`src/sv/mzr_pkg.sv`:
```
// Package for the move-to-front zero-run coder.
// Holds field widths, limits, the controller state type and the cell broadcast struct.
// No dependencies.
package mzr_pkg;

  localparam int unsigned TABLE_SIZE_DEF   = 256;
  localparam int unsigned MAX_PREFIX_LIMIT = 16;

  localparam int unsigned CLUSTER_W = 8;
  localparam int unsigned PREFIX_W  = 5;
  localparam int unsigned SYMBOL_W  = 9;
  localparam int unsigned EXTRA_W   = 16;
  localparam int unsigned RUN_W     = 17;
  localparam int unsigned LOG_W     = 5;

  typedef enum logic [1:0] {
    ST_IDLE,
    ST_SEARCH,
    ST_CALC,
    ST_EMIT
  } mzr_state_e;

  // Broadcast from the controller to every cell.
  typedef struct packed {
    logic [CLUSTER_W-1:0] key;
    logic                 restore;
  } mzr_bcast_t;

  // Position of the highest set bit; 0 for an input of 0 or 1.
  function automatic logic [LOG_W-1:0] floor_log2(input logic [RUN_W-1:0] x);
    logic [LOG_W-1:0] r;
    r = '0;
    for (int i = 0; i < RUN_W; i++) begin
      if (x[i]) begin
        r = LOG_W'(i);
      end
    end
    return r;
  endfunction

endpackage

```
`src/sv/mzr_in_if.sv`:
```
// Input channel of the coder: one context-map entry per transaction.
// Depends on mzr_pkg.
interface mzr_in_if;
  logic                           valid;
  logic                           ready;
  logic [mzr_pkg::CLUSTER_W-1:0]  cluster_index;
  logic                           last_entry;

  modport source (output valid, cluster_index, last_entry, input ready);
  modport sink   (input valid, cluster_index, last_entry, output ready);
endinterface

```
`src/sv/mzr_out_if.sv`:
```
// Output channel of the coder: one coded symbol per transaction.
// Depends on mzr_pkg.
interface mzr_out_if;
  logic                          valid;
  logic                          ready;
  logic [mzr_pkg::SYMBOL_W-1:0]  symbol;
  logic [mzr_pkg::EXTRA_W-1:0]   extra_value;
  logic                          last_of_map;

  modport source (output valid, symbol, extra_value, last_of_map, input ready);
  modport sink   (input valid, symbol, extra_value, last_of_map, output ready);
endinterface

```
`src/sv/mzr_cfg_if.sv`:
```
// Configuration write channel: carries the max_run_prefix register value.
// Depends on mzr_pkg.
interface mzr_cfg_if;
  logic                          valid;
  logic                          ready;
  logic [mzr_pkg::PREFIX_W-1:0]  max_run_prefix;

  modport source (output valid, max_run_prefix, input ready);
  modport sink   (input valid, max_run_prefix, output ready);
endinterface

```
`src/sv/mzr_ctrl.sv`:
```
// Controller: accepts entries, launches the walk, runs zero-run coding, drives results.
// Depends on mzr_pkg and the three channel interfaces.
module mzr_ctrl #(
  parameter int unsigned TABLE_SIZE = mzr_pkg::TABLE_SIZE_DEF
) (
  input  logic                   clk_i,
  input  logic                   rst_ni,
  mzr_in_if.sink                 in_ch,
  mzr_out_if.source              out_ch,
  mzr_cfg_if.sink                cfg_ch,
  input  logic [TABLE_SIZE-1:0]  hit_i,
  output logic                   start_o,
  output mzr_pkg::mzr_bcast_t    bcast_o
);

  localparam int unsigned IW = (TABLE_SIZE > 1) ? $clog2(TABLE_SIZE) : 1;
  localparam int unsigned SW = mzr_pkg::SYMBOL_W;
  localparam int unsigned EW = mzr_pkg::EXTRA_W;
  localparam int unsigned RW = mzr_pkg::RUN_W;
  localparam int unsigned PW = mzr_pkg::PREFIX_W;

  mzr_pkg::mzr_state_e state_q, state_d;

  logic [PW-1:0]                 prefix_q;
  logic [mzr_pkg::CLUSTER_W-1:0] key_q;
  logic                          last_q;
  logic                          start_q;
  logic [IW-1:0]                 cnt_q;
  logic [IW-1:0]                 idx_q;
  logic [RW-1:0]                 run_q;
  logic [RW-1:0]                 count_q;
  logic [1:0]                    slot_n_q;
  logic [SW-1:0]                 slot_sym_q  [2];
  logic [EW-1:0]                 slot_ext_q  [2];
  logic                          slot_last_q [2];
  logic                          out_valid_q;
  logic [SW-1:0]                 out_sym_q;
  logic [EW-1:0]                 out_ext_q;
  logic                          out_last_q;

  logic in_fire, hit_any, out_free, in_rdy, emit_done;

  assign in_fire  = in_ch.valid && in_ch.ready;
  assign hit_any  = |hit_i;
  assign out_free = !out_valid_q || out_ch.ready;

  // Zero-run coding of the finished search
  logic [PW-1:0]                p_eff;
  logic [RW:0]                  full_w;
  logic [RW-1:0]                full;
  logic [RW-1:0]                half_w;
  logic [mzr_pkg::LOG_W-1:0]    lz;
  logic                         sat;
  logic [SW-1:0]                run_sym, idx_sym;
  logic [EW-1:0]                run_ext;
  logic [RW-1:0]                run_rem;
  logic [1:0]                   calc_n;
  logic [SW-1:0]                calc_sym  [2];
  logic [EW-1:0]                calc_ext  [2];
  logic                         calc_last [2];
  logic [RW-1:0]                count_calc;

  always_comb begin
    p_eff   = (prefix_q > PW'(mzr_pkg::MAX_PREFIX_LIMIT)) ?
              PW'(mzr_pkg::MAX_PREFIX_LIMIT) : prefix_q;
    full_w  = ((RW+1)'(2) << p_eff) - (RW+1)'(1);
    full    = full_w[RW-1:0];
    half_w  = (RW'(1) << p_eff) - RW'(1);
    lz      = mzr_pkg::floor_log2(run_q);
    sat     = (run_q >= full);
    run_rem = run_q - (RW'(1) << lz);
    run_sym = sat ? SW'(p_eff) : SW'(lz);
    run_ext = sat ? half_w[EW-1:0] : run_rem[EW-1:0];
    idx_sym = SW'(idx_q) + SW'(p_eff);

    calc_n        = 2'd0;
    count_calc    = '0;
    calc_sym[0]   = run_sym;
    calc_ext[0]   = run_ext;
    calc_last[0]  = last_q;
    calc_sym[1]   = idx_sym;
    calc_ext[1]   = '0;
    calc_last[1]  = last_q;
    if (idx_q == '0) begin
      if (sat || last_q) begin
        calc_n = 2'd1;
      end else begin
        count_calc = run_q;
      end
    end else if (count_q != '0) begin
      calc_n       = 2'd2;
      calc_last[0] = 1'b0;
    end else begin
      calc_n       = 2'd1;
      calc_sym[0]  = idx_sym;
      calc_ext[0]  = '0;
    end
  end

  // FSM
  always_ff @(posedge clk_i or negedge rst_ni) begin
    if (!rst_ni) begin
      state_q <= mzr_pkg::ST_IDLE;
    end else begin
      state_q <= state_d;
    end
  end

  always_comb begin
    state_d   = state_q;
    in_rdy    = 1'b0;
    emit_done = 1'b0;
    case (state_q)
      mzr_pkg::ST_IDLE: begin
        in_rdy = 1'b1;
        if (in_ch.valid) begin
          state_d = mzr_pkg::ST_SEARCH;
        end
      end
      mzr_pkg::ST_SEARCH: begin
        if (hit_any) begin
          state_d = mzr_pkg::ST_CALC;
        end
      end
      mzr_pkg::ST_CALC: begin
        state_d = (calc_n == 2'd0) ? mzr_pkg::ST_IDLE : mzr_pkg::ST_EMIT;
      end
      mzr_pkg::ST_EMIT: begin
        if (out_free && (slot_n_q == 2'd1)) begin
          emit_done = 1'b1;
          state_d   = mzr_pkg::ST_IDLE;
        end
      end
      default: begin
        state_d = mzr_pkg::ST_IDLE;
      end
    endcase
  end

  // Control registers
  always_ff @(posedge clk_i or negedge rst_ni) begin
    if (!rst_ni) begin
      prefix_q    <= '0;
      start_q     <= 1'b0;
      cnt_q       <= '0;
      count_q     <= '0;
      slot_n_q    <= '0;
      out_valid_q <= 1'b0;
    end else begin
      if (cfg_ch.valid) begin
        prefix_q <= cfg_ch.max_run_prefix;
      end
      start_q <= in_fire;
      if (in_fire) begin
        cnt_q <= '0;
      end else if ((state_q == mzr_pkg::ST_SEARCH) && !hit_any) begin
        cnt_q <= cnt_q + IW'(1);
      end
      if (state_q == mzr_pkg::ST_CALC) begin
        count_q  <= count_calc;
        slot_n_q <= calc_n;
      end else if ((state_q == mzr_pkg::ST_EMIT) && out_free) begin
        slot_n_q <= slot_n_q - 2'd1;
      end
      if (emit_done && last_q) begin
        count_q <= '0;
      end
      if ((state_q == mzr_pkg::ST_EMIT) && out_free) begin
        out_valid_q <= 1'b1;
      end else if (out_ch.ready) begin
        out_valid_q <= 1'b0;
      end
    end
  end

  // Payload registers
  always_ff @(posedge clk_i) begin
    if (in_fire) begin
      key_q  <= in_ch.cluster_index;
      last_q <= in_ch.last_entry;
    end
    if ((state_q == mzr_pkg::ST_SEARCH) && hit_any) begin
      idx_q <= cnt_q;
      run_q <= (cnt_q == '0) ? (count_q + RW'(1)) : count_q;
    end
    if (state_q == mzr_pkg::ST_CALC) begin
      for (int s = 0; s < 2; s++) begin
        slot_sym_q[s]  <= calc_sym[s];
        slot_ext_q[s]  <= calc_ext[s];
        slot_last_q[s] <= calc_last[s];
      end
    end else if ((state_q == mzr_pkg::ST_EMIT) && out_free) begin
      slot_sym_q[0]  <= slot_sym_q[1];
      slot_ext_q[0]  <= slot_ext_q[1];
      slot_last_q[0] <= slot_last_q[1];
    end
    if ((state_q == mzr_pkg::ST_EMIT) && out_free) begin
      out_sym_q  <= slot_sym_q[0];
      out_ext_q  <= slot_ext_q[0];
      out_last_q <= slot_last_q[0];
    end
  end

  assign in_ch.ready        = in_rdy;
  assign cfg_ch.ready       = 1'b1;
  assign out_ch.valid       = out_valid_q;
  assign out_ch.symbol      = out_sym_q;
  assign out_ch.extra_value = out_ext_q;
  assign out_ch.last_of_map = out_last_q;
  assign start_o            = start_q;
  assign bcast_o.key        = key_q;
  assign bcast_o.restore    = emit_done && last_q;

  a_calc_after_search : assert property (@(posedge clk_i) disable iff (!rst_ni)
    (state_q == mzr_pkg::ST_CALC) |-> ($past(state_q) == mzr_pkg::ST_SEARCH))
    else $error("calc state entered without a finished walk");

  a_accept_starts_walk : assert property (@(posedge clk_i) disable iff (!rst_ni)
    in_fire |=> ((state_q == mzr_pkg::ST_SEARCH) && start_q))
    else $error("accepted entry did not launch a walk");

  a_walk_in_range : assert property (@(posedge clk_i) disable iff (!rst_ni)
    (state_q == mzr_pkg::ST_SEARCH) |-> (cnt_q <= IW'(TABLE_SIZE - 1)))
    else $error("walk ran past the last cell");

endmodule

```
`src/flat_wrapper.sv`:
```
// flat-port wrapper written by rule: the top's interface ports become plain ports
module mzr_ctrl_flat 
#(
  parameter int unsigned TABLE_SIZE = mzr_pkg::TABLE_SIZE_DEF
)
  (clk_i, rst_ni, hit_i, start_o, bcast_o, in_ch_valid, in_ch_cluster_index, in_ch_last_entry, in_ch_ready, out_ch_valid, out_ch_symbol, out_ch_extra_value, out_ch_last_of_map, out_ch_ready, cfg_ch_valid, cfg_ch_max_run_prefix, cfg_ch_ready);
  mzr_in_if in_ch_i ();
  mzr_out_if out_ch_i ();
  mzr_cfg_if cfg_ch_i ();
  input  logic clk_i;
  input  logic rst_ni;
  input  logic [TABLE_SIZE-1:0] hit_i;
  output logic start_o;
  output mzr_pkg::mzr_bcast_t bcast_o;
  input wire logic [$bits(in_ch_i.valid)-1:0] in_ch_valid;
  input wire logic [$bits(in_ch_i.cluster_index)-1:0] in_ch_cluster_index;
  input wire logic [$bits(in_ch_i.last_entry)-1:0] in_ch_last_entry;
  output wire logic [$bits(in_ch_i.ready)-1:0] in_ch_ready;
  output wire logic [$bits(out_ch_i.valid)-1:0] out_ch_valid;
  output wire logic [$bits(out_ch_i.symbol)-1:0] out_ch_symbol;
  output wire logic [$bits(out_ch_i.extra_value)-1:0] out_ch_extra_value;
  output wire logic [$bits(out_ch_i.last_of_map)-1:0] out_ch_last_of_map;
  input wire logic [$bits(out_ch_i.ready)-1:0] out_ch_ready;
  input wire logic [$bits(cfg_ch_i.valid)-1:0] cfg_ch_valid;
  input wire logic [$bits(cfg_ch_i.max_run_prefix)-1:0] cfg_ch_max_run_prefix;
  output wire logic [$bits(cfg_ch_i.ready)-1:0] cfg_ch_ready;
  assign in_ch_i.valid = in_ch_valid;
  assign in_ch_i.cluster_index = in_ch_cluster_index;
  assign in_ch_i.last_entry = in_ch_last_entry;
  assign in_ch_ready = in_ch_i.ready;
  assign out_ch_valid = out_ch_i.valid;
  assign out_ch_symbol = out_ch_i.symbol;
  assign out_ch_extra_value = out_ch_i.extra_value;
  assign out_ch_last_of_map = out_ch_i.last_of_map;
  assign out_ch_i.ready = out_ch_ready;
  assign cfg_ch_i.valid = cfg_ch_valid;
  assign cfg_ch_i.max_run_prefix = cfg_ch_max_run_prefix;
  assign cfg_ch_ready = cfg_ch_i.ready;
  mzr_ctrl #(.TABLE_SIZE(TABLE_SIZE)) u_core (.clk_i(clk_i), .rst_ni(rst_ni), .in_ch(in_ch_i), .out_ch(out_ch_i), .cfg_ch(cfg_ch_i), .hit_i(hit_i), .start_o(start_o), .bcast_o(bcast_o));
endmodule
```
`config.mk`:
```
export PLATFORM = sky130hd
export DESIGN_NAME = mzr_ctrl_flat
export DESIGN_NICKNAME = d
export VERILOG_FILES = /design/src/sv/mzr_pkg.sv /design/src/sv/mzr_in_if.sv /design/src/sv/mzr_out_if.sv /design/src/sv/mzr_cfg_if.sv /design/src/sv/mzr_ctrl.sv /design/src/flat_wrapper.sv
export SDC_FILE = /design/constraint.sdc
export NUM_CORES = 1
export LEC_CHECK = 0
export BUFFER_PORTS_ARGS = -buffer_cell sky130_fd_sc_hd__buf_2
export CORE_UTILIZATION = 30
export DETAILED_ROUTE_END_ITERATION = 16
export GPL_TIMING_DRIVEN = 0
export PLACE_DENSITY = 0.65
export SETUP_SLACK_MARGIN = 0.5
export SLEW_MARGIN = 15
export SYNTH_ARGS = -nofsm -noshare
export SYNTH_HDL_FRONTEND = slang
export SYNTH_SLANG_ARGS = --single-unit
```
`constraint.sdc`:
```
create_clock -name clk_i -period 5.6 [get_ports clk_i]
set_clock_uncertainty 0.05 [all_clocks]
set_input_delay 1.12 -clock clk_i [delete_from_list [all_inputs] [get_ports clk_i]]
set_output_delay 1.12 -clock clk_i [all_outputs]
set_load 0.03 [all_outputs]
```
==> results.ini <==
[run_status]
status = finished, final reports clean

[timing]
fin_crit_sh = 0.8813
relSlewSlack = 0.2675
grt_setup_unrepaired = true
max_freq_mhz = 202.6
fin_crit_ps = 4935
hold_violations = 0
slew_violations = 0
tns_ps = 0
fin_hold_ws_ps = 366.1
setup_ws_ps = 664.9
worst_pin_slew_ps = 1096
setup_viol = 0

[route]
wire_per_inst_um = 19.29
wl_um = 26910
vias = 7328
viasPerCell = 5.253
drc = 0
drt-pass1-iter-count = 8
ant_nets = 0
drt_iter0_markers = 602

[floorplan]
core_mm2 = 0.02525
rows = 58
ios = 314
die_x_um = 162.6
start_util = 0.3065
die_h_um = 162.6
die_area_mm2 = 0.02645

[power]
p_per_area_mw_per_mm2 = 443.8
seqPwrFrac = 0.361
p_comb_frac = 0.374
internal_power_mw = 2.904
p_clk_frac = 0.265
switching_share = 0.3721
irDropWorstVdd_mv = 0.2754
p_sw_mw = 1.721
leakagePower_nw = 4.448

[clocking]
clk_pin_slew_ps = 60
holdBufCountCts = 0
cts-root-buf = clkbuf_16
htreeDepth = 4
cts.sinks = 132
clkLatencyLatePin_ps = 430
cts_tree = built
numCtsBuffers = 17
cts_buffer_depth = 2

[cells_and_area]
drive_gt1_frac = 0.3624
antenna_cells = 0
n_fill_cell = 2434
area_growth_pct = 34.62
layout.nets = 1373

[setup_path]
critPathRequiredTime_ps = 5700
critPathLaunchType = flop
arrival_ps = 5040
cp_max_fo = 10
path_class = reg2reg
end_kind = flop

[synth]
ys_ff_latch = 132
mappedNetlistNets = 1039
yosysSeqAreaShare = 0.4888
yosysWarnings = 0
ys.flop_type = edfxtp_1
synth_cell_types = 66
syn_avg_cell_area_um2 = 10.78
async_flop_share = 0.2727
syn_inst = 718
netlist_area_mm2 = 0.007741
synth_edf_count = 96

[grt]
grt_usage = 0.2012
grt_pass1_wl_um = 39060
grt_max_degree = 37
grt_antenna_before_repair = 3
grt_overflow = 0
first_global_vias = 6906

[min_path]
hold_class = reg2reg

[placement]
pre_cts_slack_ps = 462.9
hpwl_um = 21580
io_buffers = 312
gp_congestion = 0.9312

[run]
cap_violations = 0

-- layout by cell type (no fill, tap or decap), types with 6 or more instances in the layout --
master       n
nor3_1      14
a211oi_2     9
a21o_1       7
clkbuf_1    11
nor2b_1     11
inv_1       28
edfxtp_1    96
xnor2_1     31
ha_1        44
dfrtp_1     35
a22o_1      22
nand4_1     25
mux2i_1      6
nand3_1     22
nor4_1      75
o21ai_0     18
o21a_1       8
nor2_1      49
nand2_1     54
buf_2      314
xor2_1       8
nand2b_1     8
clkbuf_16   17
and3_1       6
a21oi_1     31
-- worst max-delay path, cell delays in order, from the launching register on --
cell	delay, ps
dfrtp_1	360
clkbuf_1	200
nand2_2	180
inv_1	80
or4_1	520
ha_1	210
clkbuf_2	190
nor3_2	250
nand3b_1	100
o21ai_0	90
a21boi_0	200
ha_1	370
nand4_1	100
or2_1	250
a221o_1	280
a311oi_2	250
nand2b_4	250
buf_12	160
buf_12	140
mux2i_1	290
a21oi_1	120
-- stage by stage --
stage,area [µm²],power (mW),instances,utilization
4_1_cts,10380,4.634,1392,0.4111
3_3_place_gp,9716,3.352,1360,0.3847
5_1_grt,10420,4.874,1395,0.4127
2_1_floorplan,7741,2.839,718,-
6_report,10420,4.625,1395,0.4127
3_5_place_dp,9724,3.398,1360,0.3851
-- cells in the mapped netlist, types with 18 or more instances --
library cell	count	share of area
nand3_1	22	0.014
nand2_1	55	0.027
a21oi_1	31	0.020
o21ai_0	18	0.012
dfrtp_1	36	0.12
nor2_1	49	0.024
xnor2_1	31	0.035
inv_1	28	0.014
a22o_1	22	0.025
nand4_1	25	0.020
edfxtp_1	96	0.37
nor4_1	76	0.061
ha_1	44	0.071
-- state kept, by name, summed over array words and instances (netlist names) --
signal	flops
u_core.out_ch.last_of_map	1
u_core.out_ch.symbol	9
u_core.slot_ext_q	16
u_core.out_ch.valid	1
u_core.slot_sym_q	18
u_core.cnt_q	8
u_core.slot_last_q	2
u_core.idx_q	8
u_core.count_q	17
u_core.run_q	17
u_core.start_o	1
u_core.prefix_q	5
u_core.state_q	2
u_core.last_q	1
u_core.out_ch.extra_value	16
u_core.slot_n_q	2
u_core.key_q	8
-- kinds of logic after synthesis --
kind of cell	share of synthesized area
other cells	0.0004844
mux	0.01503
fa+ha+maj	0.07629
buf+inv	0.03184
simple gates	0.2067
compound gates	0.1367
flops	0.4888
xor+xnor	0.04413
-- repair_timing --
action / CTS / global route
endpoints found under the setup margin: 1 / 30
buffers inserted: 0 / 3
pin swaps: 0 / 2
resized for setup: 1 / 9
cloned: 0 / 0
hold endpoints to repair: 0 / 0
-- power groups by stage --
| stage | logic [mW] | registers, mW | clock network, mW |
|---|---|---|---|
| 2_1_floorplan | 1.04 | 1.80 | 0 |
| 3_3_place_gp | 1.68 | 1.68 | 0 |
| 3_5_place_dp | 1.72 | 1.68 | 0 |
| 4_1_cts | 1.72 | 1.67 | 1.24 |
| 5_1_grt | 1.89 | 1.71 | 1.28 |
| 6_report | 1.73 | 1.67 | 1.22 |
-- routing by layer --
metal  share of wire  up-vias  track usage
met5          0.0010        -            0
met4           0.026        4      0.07732
met3            0.11       39      0.08302
met2            0.46      352       0.3114
met1            0.40     3469       0.2489
li1                -     3464            -
-- area by class of cell --
cell class	count	area, µm²	share of cell area
Buffer	23	143.9	0.01381
Clock buffer	17	425.4	0.04082
Clock inverter	15	226.5	0.02173
Inverter	29	108.9	0.01045
Multi-Input combinational cell	534	3735	0.3584
Sequential cell	132	3785	0.3632
Tap cell	330	412.9	0.03962
Timing Repair Buffer	315	1584	0.1520
-- final timing paths --
| path | from | to | slack [ps] | cells after the start |
|---|---|---|---|---|
| min in group asynchronous | rst_ni | u_core.start_o$_DFF_PN0_ | 780 | 1 |
| max reg2reg | u_core.prefix_q[1]$_DFFE_PN0P_ | u_core.slot_sym_q[0][4]$_DFFE_PP_ | 660 | 20 |
| min | u_core.slot_ext_q[0][1]$_SDFFCE_PP0P_ | u_core.out_ch.extra_value[1]$_DFFE_PP_ | 370 | 0 |
| max | u_core.prefix_q[1]$_DFFE_PN0P_ | u_core.slot_sym_q[0][4]$_DFFE_PP_ | 660 | 20 |
| min reg2reg | u_core.slot_ext_q[0][1]$_SDFFCE_PP0P_ | u_core.out_ch.extra_value[1]$_DFFE_PP_ | 370 | 0 |
| max in group asynchronous | rst_ni | u_core.prefix_q[4]$_DFFE_PN0P_ | 4090 | 1 |
Power figures use the tool's default switching activity.
