`src/sv/mzr_pkg.sv`:
```
// Package for the move-to-front zero-run coder.
// Holds field widths, limits, the controller state type and the cell broadcast struct.
// No dependencies.
package mzr_pkg;

  localparam int unsigned TABLE_SIZE_DEF   = 256;
  localparam int unsigned MAX_PREFIX_LIMIT = 16;

  localparam int unsigned CLUSTER_W = 8;
  localparam int unsigned PREFIX_W  = 5;
  localparam int unsigned SYMBOL_W  = 9;
  localparam int unsigned EXTRA_W   = 16;
  localparam int unsigned RUN_W     = 17;
  localparam int unsigned LOG_W     = 5;

  typedef enum logic [1:0] {
    ST_IDLE,
    ST_SEARCH,
    ST_CALC,
    ST_EMIT
  } mzr_state_e;

  // Broadcast from the controller to every cell.
  typedef struct packed {
    logic [CLUSTER_W-1:0] key;
    logic                 restore;
  } mzr_bcast_t;

  // Position of the highest set bit; 0 for an input of 0 or 1.
  function automatic logic [LOG_W-1:0] floor_log2(input logic [RUN_W-1:0] x);
    logic [LOG_W-1:0] r;
    r = '0;
    for (int i = 0; i < RUN_W; i++) begin
      if (x[i]) begin
        r = LOG_W'(i);
      end
    end
    return r;
  endfunction

endpackage

```
`src/sv/mzr_cell.sv`:
```
// One slot of the recency table: holds an entry and passes its old entry on.
// Depends on mzr_pkg.
module mzr_cell #(
  parameter int unsigned CELL_ID = 0,
  parameter bit          IS_LAST = 1'b0
) (
  input  logic                          clk_i,
  input  logic                          rst_ni,
  input  mzr_pkg::mzr_bcast_t           bcast_i,
  input  logic                          in_valid_i,
  input  logic [mzr_pkg::CLUSTER_W-1:0] in_data_i,
  output logic                          out_valid_o,
  output logic [mzr_pkg::CLUSTER_W-1:0] out_data_o,
  output logic                          hit_o
);

  logic [mzr_pkg::CLUSTER_W-1:0] val_q;
  logic                          fwd_valid_q;
  logic [mzr_pkg::CLUSTER_W-1:0] fwd_data_q;

  // The walk stops here on a match; the last slot always ends it.
  assign hit_o = in_valid_i && ((val_q == bcast_i.key) || IS_LAST);

  always_ff @(posedge clk_i or negedge rst_ni) begin
    if (!rst_ni) begin
      val_q       <= mzr_pkg::CLUSTER_W'(CELL_ID);
      fwd_valid_q <= 1'b0;
    end else begin
      if (bcast_i.restore) begin
        val_q <= mzr_pkg::CLUSTER_W'(CELL_ID);
      end else if (in_valid_i) begin
        val_q <= in_data_i;
      end
      fwd_valid_q <= in_valid_i && !hit_o;
    end
  end

  always_ff @(posedge clk_i) begin
    if (in_valid_i) begin
      fwd_data_q <= val_q;
    end
  end

  assign out_valid_o = fwd_valid_q;
  assign out_data_o  = fwd_data_q;

endmodule

```
`config.mk`:
```
export PLATFORM = sky130hd
export DESIGN_NAME = mzr_cell
export DESIGN_NICKNAME = d
export VERILOG_FILES = /design/src/sv/mzr_pkg.sv /design/src/sv/mzr_cell.sv
export SDC_FILE = /design/constraint.sdc
export NUM_CORES = 1
export LEC_CHECK = 0
export BUFFER_PORTS_ARGS = -buffer_cell sky130_fd_sc_hd__buf_2
export CAP_MARGIN = 20
export CORE_MARGIN = 2
export CORE_UTILIZATION = 40
export DETAILED_ROUTE_END_ITERATION = 12
export GPL_TIMING_DRIVEN = 0
export MAX_ROUTING_LAYER = met4
export PLACE_DENSITY = 0.72
export SLEW_MARGIN = 25
export SYNTH_ARGS = -nofsm -noshare
export SYNTH_HDL_FRONTEND = slang
export SYNTH_SLANG_ARGS = --single-unit
```
`constraint.sdc`:
```
create_clock -name clk_i -period 1 [get_ports clk_i]
set_clock_uncertainty 0.05 [all_clocks]
set_input_delay 0.05 -clock clk_i [delete_from_list [all_inputs] [get_ports clk_i]]
set_output_delay 0.05 -clock clk_i [all_outputs]
set_load 0.01 [all_outputs]
```
==> flow_metrics.py, run 1 <==
metrics = {
    "logic_synthesis": {
        "ys_types": 10,
        "syn_nets": 67,
        "ys_ff_latch": 17,
        "syn_area_um2": 681,
        "syn_avg_cell_area_um2": 14.5,
        "syn_inst": 47,
        "yosys_warnings": 0,
        "yosysSeqAreaShare_pct": 68.4,
    },
    "critical_path": {
        "cp-end-kind": "primary output",
        "crit_path_max_incr_delay_ns": 0.41,
        "worstPathRequired_ns": 0.90,
        "r2r_end": "out_valid_o",
        "arrival_ns": 1.49,
        "crit_path_cell_trace": "xor2_1, nor4_2, and3_1, buf_2",
        "path_max_fanout": 2,
        "timing.rr.start": "val_q[1]",
        "r2r_cells": 3,
        "reg2reg_slack_ns": -0.18,
        "critPathKind": "reg2out",
        "start_kind": "flip-flop",
        "cp_slowest_cell": "dfrtp_1",
    },
    "finish": {
        "nFillCells": 117,
        "multi_input_area_um2": 219,
        "final_cell_count_no_fill": 107,
        "seq_area_um2": 465,
        "syn2layout_area_growth_pct": 45.8,
        "layout_commonest_cell": "buf_2",
        "n_antenna_cell": 0,
        "final_area_um2": 992,
        "drive_gt1_share_pct": 40.7,
        "fin_nets": 112,
        "final_cell_mix": "buf_2 (29), dlygate4sd3_1 (9), dfrtp_1 (9)",
    },
    "power": {
        "p_seq_share_pct": 58.3,
        "p_switching_uw": 326,
        "combPwrFrac_pct": 15.2,
        "total_leakage_power_nw": 0.502,
        "power_density_mw_per_mm2": 1380,
        "clkPwrFrac_pct": 26.6,
        "peakVddDrop_mv": 0.757,
        "intPower_mw": 1.04,
        "switching_share_pct": 23.9,
    },
    "run_status": {
        "violations": "negative setup slack",
        "outcome": "finished, violations left",
    },
    "cts": {
        "cts_sinks": 17,
        "cts-root-buf": "clkbuf_4",
        "clk_latency_ns": 0.29,
        "h-tree-depth": 1,
        "clk_path_buf_depth": 2,
        "clkTransAtPathRegs_ns": 0.09,
        "numCtsBuffers": 3,
        "cts_tree": "done",
    },
    "route": {
        "drt_wl_total_um": 1400,
        "first_pass_iters": 3,
        "vias": 502,
        "antenna_left": 0,
        "wl_per_cell_um": 13.1,
        "avgViaCountPerCell": 4.69,
        "drc": 0,
        "first_iter_violations": 2,
    },
    "sta": {
        "finalCritPeriodShare_pct": 159,
        "timing.fmax_mhz": 630,
        "report.final.setup_viol": 2,
        "slew_headroom_pct": 78.0,
        "setup_slack_ns": -0.588,
        "grt_setup_unrepaired": "true",
        "finalHoldViolations": 0,
        "slew_viol_final": 0,
        "final.min_clock_period_ns": 1.59,
        "worst_pin_slew_ns": 0.329,
    },
    "global_routing": {
        "gr-usage-met2_pct": 26.0,
        "overflow": 0,
        "track_usage_pct": 16.8,
        "grt_start_max_net_pins": 11,
        "met1_usage_pct": 20.2,
        "antenna_found_initial": 0,
        "grt_use_met3_pct": 2.80,
        "grt_pass1_vias": 509,
        "grt_pass1_wl_um": 2260,
        "grt_busiest_layer": "met2",
    },
    "min_path": {
        "whs_endpoint": "val_q[5]",
        "hold_depth": 2,
        "hold_path_class": "in2reg",
        "hp-start": "bcast_i[0]",
    },
    "floorplan": {
        "initial_core_util_pct": 43.7,
        "io_pins": 30,
        "die_width_um": 45.3,
        "core_area_mm2": 0.00156,
        "fp.dieH_um": 45.3,
        "dieArea_mm2": 0.00205,
        "num_rows": 14,
    },
    "place": {
        "portBuffers": 28,
        "placedCellCount": 91,
        "place_hpwl_um": 866,
        "place_congestion": 0.710,
        "place_area_um2": 841,
    },
    "job": {
        "maxCapViolations": 0,
    },
}
==> synth_stat cells <==
library cell / count / area (µm²)
buf_1: 1 / 3.75
xor2_1: 8 / 70.1
dfrtp_1: 9 / 225
edfxtp_1: 8 / 240
and3_1: 1 / 6.26
a21boi_0: 1 / 7.51
buf_2: 1 / 5.00
nor4_1: 2 / 12.5
mux2i_1: 8 / 80.1
nor2_1: 8 / 30.0
==> what timing repair did <==
action | CTS | global route
gates resized for setup | 2 | 0
setup endpoints to repair | 2 | 2
hold buffers | 9 | 0
endpoints found under the hold margin | 17 | 0
setup buffers | 3 | 0
pin swaps | 3 | 0
==> power by group through the flow <==
stage	logic [mW]	registers, mW	clock network [mW]
after floorplan	0.0640	0.824	0
after global placement	0.154	0.812	0
after detailed placement	0.157	0.813	0
after CTS	0.204	0.796	0.362
after global routing	0.228	0.802	0.395
final	0.207	0.797	0.364
==> layer usage <==
metal	wire [µm]	vias to the layer above
met5	0	-
met4	44	0
met3	60	5
met2	689	19
met1	607	226
li1	-	252
==> registers in the layout, indices dropped and copies added (netlist names) <==
register     cells
out_data_o       8
out_valid_o      1
val_q            8
==> area by class of cell <==
type / count / area share (%)
flip-flops and latches: 17 / 46.9
repair buffers: 40 / 25.5
clock buffers: 4 / 2.65
multi-input cells: 28 / 22.1
plain buffers: 2 / 0.883
well taps: 16 / 2.02
==> worst max-delay path: cells and delay by family, from the launching register on <==
kind,cells,cell delay (ns)
flops,1,0.41
simple gates,2,0.51
buf+inv,1,0.13
xor+xnor,1,0.15
==> kinds of logic (layout without fill, tap and decap cells) <==
group           after synthesis  after routing  share of synthesized area (%)
compound gates                1              1                           1.10
xor+xnor                      8              8                           10.3
buf+inv                       2             46                           1.29
flops                        17             17                           68.4
mux                           8              8                           11.8
simple gates                 11             11                           7.17
==> through the flow <==
stage          TNS, ns  hold slack (ns)  setup slack [ns]  power, mW  utilization (%)
6_report        -0.765           0.0463            -0.588       1.37             63.6
5_1_grt          -1.00           0.0434            -0.697       1.43             63.6
3_5_place_dp    -0.626           -0.139            -0.332      0.970             53.9
2_1_floorplan   -0.217           -0.296            -0.126      0.888                -
4_1_cts         -0.749           0.0505            -0.575       1.36             63.6
3_3_place_gp    -0.483           -0.142            -0.293      0.965             53.9
==> how the worst max path moves through the flow <==
stage,startpoint,to
5_1_grt,val_q[0],hit_o
3_3_place_gp,val_q[3],hit_o
3_5_place_dp,val_q[7],hit_o
2_1_floorplan,val_q[7],hit_o
6_report,val_q[1],hit_o
4_1_cts,val_q[0],hit_o
Power figures use the tool's default switching activity.
==> run 2: changes to the inputs <==
--- a/config.mk
+++ b/config.mk
@@ -7,7 +7,6 @@
 export LEC_CHECK = 0
 export BUFFER_PORTS_ARGS = -buffer_cell sky130_fd_sc_hd__buf_2
 export CAP_MARGIN = 20
-export CORE_MARGIN = 2
 export CORE_UTILIZATION = 40
 export DETAILED_ROUTE_END_ITERATION = 12
 export GPL_TIMING_DRIVEN = 0
==> run 2 against run 1 <==
The run still ends with negative setup slack left. Flip-flop and latch count stayed put. Die area decreased by 8.6%. Combinational power fell by 3%. Final cell count shrank 0.93%. Maximum frequency is 1.9% higher. Via count increased by 3.4%. Wire length down 6.7%. Final area down 0.76%. Sequential power is essentially flat. First-iteration DRC count shrank 50%. Largest cell class unchanged. Highest routed layer unchanged.
==> flow_metrics.py, run 2 (synthesis gave the netlist of run 1 again) <==
metrics = {
    "critical_path": {
        "arrival_ns": 1.46,
        "cp-end-kind": "primary output",
        "crit_path_cell_trace": "xor2_1, nor4_2, and3_1, buf_2",
        "worstPathRequired_ns": 0.90,
        "critPathKind": "reg2out",
        "crit_path_max_incr_delay_ns": 0.41,
        "start_kind": "flip-flop",
        "cp_slowest_cell": "dfrtp_1",
        "path_max_fanout": 3,
    },
    "finish": {
        "fin_util_pct": 63.9,
        "drive_gt1_share_pct": 40.0,
        "final_area_um2": 985,
        "final_cell_mix": "buf_2 (29), dlygate4sd3_1 (9), dfrtp_1 (9)",
        "final_cell_count_no_fill": 106,
        "fin_nets": 111,
        "layout_commonest_cell": "buf_2",
        "syn2layout_area_growth_pct": 44.7,
        "n_antenna_cell": 0,
    },
    "min_path": {
        "hold_path_class": "in2reg",
    },
    "floorplan": {
        "initial_core_util_pct": 44.2,
        "dieArea_mm2": 0.00187,
        "core_area_mm2": 0.00154,
        "fp.dieH_um": 43.3,
        "num_rows": 14,
        "io_pins": 30,
        "die_width_um": 43.3,
    },
    "route": {
        "avgViaCountPerCell": 4.90,
        "wl_per_cell_um": 12.3,
        "first_pass_iters": 4,
        "antenna_left": 0,
        "drt_wl_total_um": 1310,
        "vias": 519,
        "drc": 0,
        "first_iter_violations": 1,
    },
    "power": {
        "power_density_mw_per_mm2": 1360,
        "p_seq_share_pct": 59.8,
        "total_leakage_power_nw": 0.496,
        "p_total_mw": 1.34,
        "peakVddDrop_mv": 0.815,
        "p_switching_uw": 298,
        "intPower_mw": 1.04,
        "combPwrFrac_pct": 15.0,
        "switching_share_pct": 22.3,
        "clkPwrFrac_pct": 25.2,
    },
    "cts": {
        "clk_latency_ns": 0.27,
        "cts_tree": "done",
        "numCtsBuffers": 3,
        "cts-root-buf": "clkbuf_4",
        "clkTransAtPathRegs_ns": 0.09,
        "h-tree-depth": 1,
        "cts_sinks": 17,
        "clk_path_buf_depth": 2,
    },
    "global_routing": {
        "grt_pass1_wl_um": 2150,
        "grt_start_max_net_pins": 11,
        "antenna_found_initial": 0,
        "grt_pass1_vias": 495,
        "overflow": 0,
        "track_usage_pct": 16.3,
    },
    "job": {
        "maxCapViolations": 0,
    },
    "sta": {
        "final.min_clock_period_ns": 1.56,
        "finalHoldViolations": 0,
        "finalCritPeriodShare_pct": 156,
        "setup_slack_ns": -0.558,
        "slew_viol_final": 0,
        "grt_setup_unrepaired": "true",
        "worst_pin_slew_ns": 0.336,
        "hold_ws_ns": 0.0683,
        "slew_headroom_pct": 77.6,
        "report.final.setup_viol": 2,
        "timing.fmax_mhz": 642,
    },
    "place": {
        "portBuffers": 28,
        "place_congestion": 0.723,
        "placedCellCount": 91,
        "place_area_um2": 841,
    },
    "run_status": {
        "outcome": "finished, violations left",
        "violations": "negative setup slack",
    },
}
## run 2: path summary, 6_finish.rpt
| kind | startpoint | end | slack [ns] | cells past startpoint |
|---|---|---|---|---|
| worst min-delay path | bcast_i[0] | val_q[6] | 0.07 | 2 |
| worst max register to register | val_q[1] | out_valid_o | -0.19 | 3 |
| max in group asynchronous | rst_ni | out_valid_o | 0.61 | 2 |
| min in group asynchronous | rst_ni | val_q[5] | 0.11 | 2 |
| worst max-delay path | val_q[0] | hit_o | -0.56 | 4 |
| worst min register to register | val_q[2] | out_data_o[2] | 0.46 | 0 |
## run 2: cell type report
cell class | count | area (µm²)
fill | 129 | 557
sequential | 17 | 465
timing repair buffer | 39 | 245
multi-input combinational | 28 | 219
clock buffer | 4 | 26.3
tap | 16 | 20.0
buffer | 2 | 8.76
## run 2: timing repair
action / in CTS / in global routing
hold endpoints to repair: 16 / 1
buffers inserted: 2 / 0
resized for setup: 1 / 1
setup endpoints to repair: 2 / 2
hold buffers: 8 / 1
pin swaps: 3 / 0
## run 2: stage by stage
stage | TNS (ns) | setup WS, ns
2_1_floorplan | -0.217 | -0.126
3_3_place_gp | -0.483 | -0.291
3_5_place_dp | -0.555 | -0.287
4_1_cts | -0.741 | -0.563
5_1_grt | -0.946 | -0.668
6_report | -0.743 | -0.558
## run 2: worst max-delay path: cells and delay by family, from the launching register on
| family | cells | cell delay [ns] |
|---|---|---|
| xor gates and xnor gates | 1 | 0.17 |
| buffers and inverters | 1 | 0.12 |
| DFF | 1 | 0.41 |
| and+or+nand+nor | 2 | 0.49 |
## run 2: power groups by stage
stage	registers [mW]	clock network [mW]	logic [mW]
CTS	0.798	0.355	0.193
finish	0.799	0.337	0.200
global route	0.803	0.397	0.220
detailed placement	0.815	0	0.156
floorplan	0.824	0	0.0640
global placement	0.812	0	0.153
## run 2: routing by layer
| layer | GRT usage (%) | up-vias | routed length (µm) |
|---|---|---|---|
| li1 | - | 250 | - |
| met1 | 17.4 | 249 | 542 |
| met2 | 27.8 | 18 | 682 |
| met3 | 5.96 | 2 | 68 |
| met4 | 5.45 | 0 | 14 |
| met5 | - | - | 0 |
==> run 3: changes to the inputs <==
--- a/config.mk
+++ b/config.mk
@@ -12,6 +12,7 @@
 export GPL_TIMING_DRIVEN = 0
 export MAX_ROUTING_LAYER = met4
 export PLACE_DENSITY = 0.72
+export RECOVER_POWER = 25
 export SLEW_MARGIN = 25
 export SYNTH_ARGS = -nofsm -noshare
 export SYNTH_HDL_FRONTEND = slang
==> run 3 against run 2 <==
The flow still finishes with violations (negative setup slack). First-iteration DRC count did not move. Register-to-register slack barely moved. Clock-buffer cell count stayed put. Final cell count is the same. Die area unchanged. Critical path depth did not move. Highest routed layer unchanged.
==> flow_metrics.py, run 3 (synthesis gave the netlist of run 1 again) <==
metrics = {
    "run_status": {
        "outcome": "finished, violations left",
        "violations": "negative setup slack",
    },
    "power": {
        "p_switching_uw": 297,
        "power_density_mw_per_mm2": 1360,
        "peakVddDrop_mv": 0.814,
        "p_seq_share_pct": 59.9,
        "intPower_mw": 1.04,
        "clkPwrFrac_pct": 25.2,
        "total_leakage_power_nw": 0.494,
        "p_total_mw": 1.33,
        "switching_share_pct": 22.3,
        "combPwrFrac_pct": 14.9,
    },
    "critical_path": {
        "reg2reg_slack_ns": -0.18,
        "cp_top_family": "simple AND/OR/NAND/NOR gates",
        "crit_path_max_incr_delay_ns": 0.41,
        "worstPathRequired_ns": 0.90,
        "critPathBufInv": 1,
        "cp-end-kind": "primary output",
        "start_kind": "flip-flop",
        "cp_slowest_cell": "dfrtp_1",
        "arrival_ns": 1.46,
        "path_max_fanout": 3,
        "crit_path_cell_trace": "xor2_1, nor4_2, and3_1, buf_2",
        "critPathKind": "reg2out",
    },
    "global_routing": {
        "grt_pass1_wl_um": 2150,
        "antenna_found_initial": 0,
        "grt_start_max_net_pins": 11,
        "track_usage_pct": 16.3,
        "overflow": 0,
        "grt_pass1_vias": 495,
    },
    "finish": {
        "seq_area_um2": 465,
        "fin_nets": 111,
        "layout_commonest_cell": "buf_2",
        "multi_input_area_um2": 219,
        "syn2layout_area_growth_pct": 44.5,
        "fin_util_pct": 63.8,
        "nFillCells": 130,
        "final_area_um2": 983,
        "final_cell_mix": "buf_2 (28), dlygate4sd3_1 (9), dfrtp_1 (9)",
        "drive_gt1_share_pct": 38.9,
        "n_antenna_cell": 0,
    },
    "sta": {
        "slew_headroom_pct": 68.3,
        "finalHoldViolations": 0,
        "timing.fmax_mhz": 642,
        "finalSetupTns_ns": -0.743,
        "final.min_clock_period_ns": 1.56,
        "hold_ws_ns": 0.0685,
        "slew_viol_final": 0,
        "finalCritPeriodShare_pct": 156,
        "report.final.setup_viol": 2,
        "grt_setup_unrepaired": "true",
        "setup_slack_ns": -0.558,
        "worst_pin_slew_ns": 0.475,
    },
    "cts": {
        "clkTransAtPathRegs_ns": 0.09,
        "clk_path_buf_depth": 2,
        "numCtsBuffers": 3,
        "h-tree-depth": 1,
        "cts-root-buf": "clkbuf_4",
        "cts_tree": "done",
        "cts_sinks": 17,
        "clk_latency_ns": 0.27,
    },
    "route": {
        "first_iter_violations": 1,
        "drc": 0,
        "antenna_left": 0,
        "drt_wl_total_um": 1310,
        "first_pass_iters": 4,
        "avgViaCountPerCell": 4.90,
        "vias": 519,
        "wl_per_cell_um": 12.4,
    },
    "floorplan": {
        "num_rows": 14,
        "core_area_mm2": 0.00154,
        "io_pins": 30,
        "initial_core_util_pct": 44.2,
        "die_width_um": 43.3,
        "dieArea_mm2": 0.00187,
        "fp.dieH_um": 43.3,
    },
    "min_path": {
        "hold_path_class": "in2reg",
    },
    "place": {
        "portBuffers": 28,
        "place_area_um2": 841,
        "place_congestion": 0.723,
    },
    "job": {
        "maxCapViolations": 0,
    },
}
-- run 3: final cells by class --
type / instances / share of cell area [%]
tap: 16 / 2.04
buffer: 2 / 0.891
sequential: 17 / 47.3
multi-input combinational: 28 / 22.3
clock buffer: 4 / 2.67
timing repair buffer: 39 / 24.8
-- run 3: path summary, 6_finish.rpt --
path                            start  depth (start not counted)            end
setup / recovery             val_q[0]                          4          hit_o
hold / removal             bcast_i[0]                          2       val_q[6]
setup reg to reg             val_q[1]                          3    out_valid_o
hold reg to reg              val_q[2]                          0  out_data_o[2]
max in group asynchronous      rst_ni                          2    out_valid_o
min in group asynchronous      rst_ni                          2       val_q[5]
-- run 3: repair_timing --
action	in CTS	in global routing
hold buffers	8	1
resized for setup	1	1
buffers inserted	2	0
hold endpoints to repair	16	1
endpoints found under the setup margin	2	2
pin swaps	3	0
-- run 3: metal layers --
layer,vias up,global-route usage [%],wire length [µm]
li1,250,-,-
met1,249,17.4,544
met2,18,27.8,684
met3,2,5.96,68
met4,0,5.45,14
met5,-,-,0
-- run 3: metrics by stage --
step                instances  setup WS [ns]
floorplan                  47         -0.126
global placement           91         -0.291
detailed placement         91         -0.287
CTS                       105         -0.563
global route              106         -0.668
finish                    106         -0.558
-- run 3: power groups by stage --
stage	combinational [mW]	clock, mW	sequential [mW]
2_1_floorplan	0.0640	0	0.824
3_3_place_gp	0.153	0	0.812
3_5_place_dp	0.156	0	0.815
4_1_cts	0.193	0.355	0.798
5_1_grt	0.220	0.397	0.803
6_report	0.199	0.336	0.799
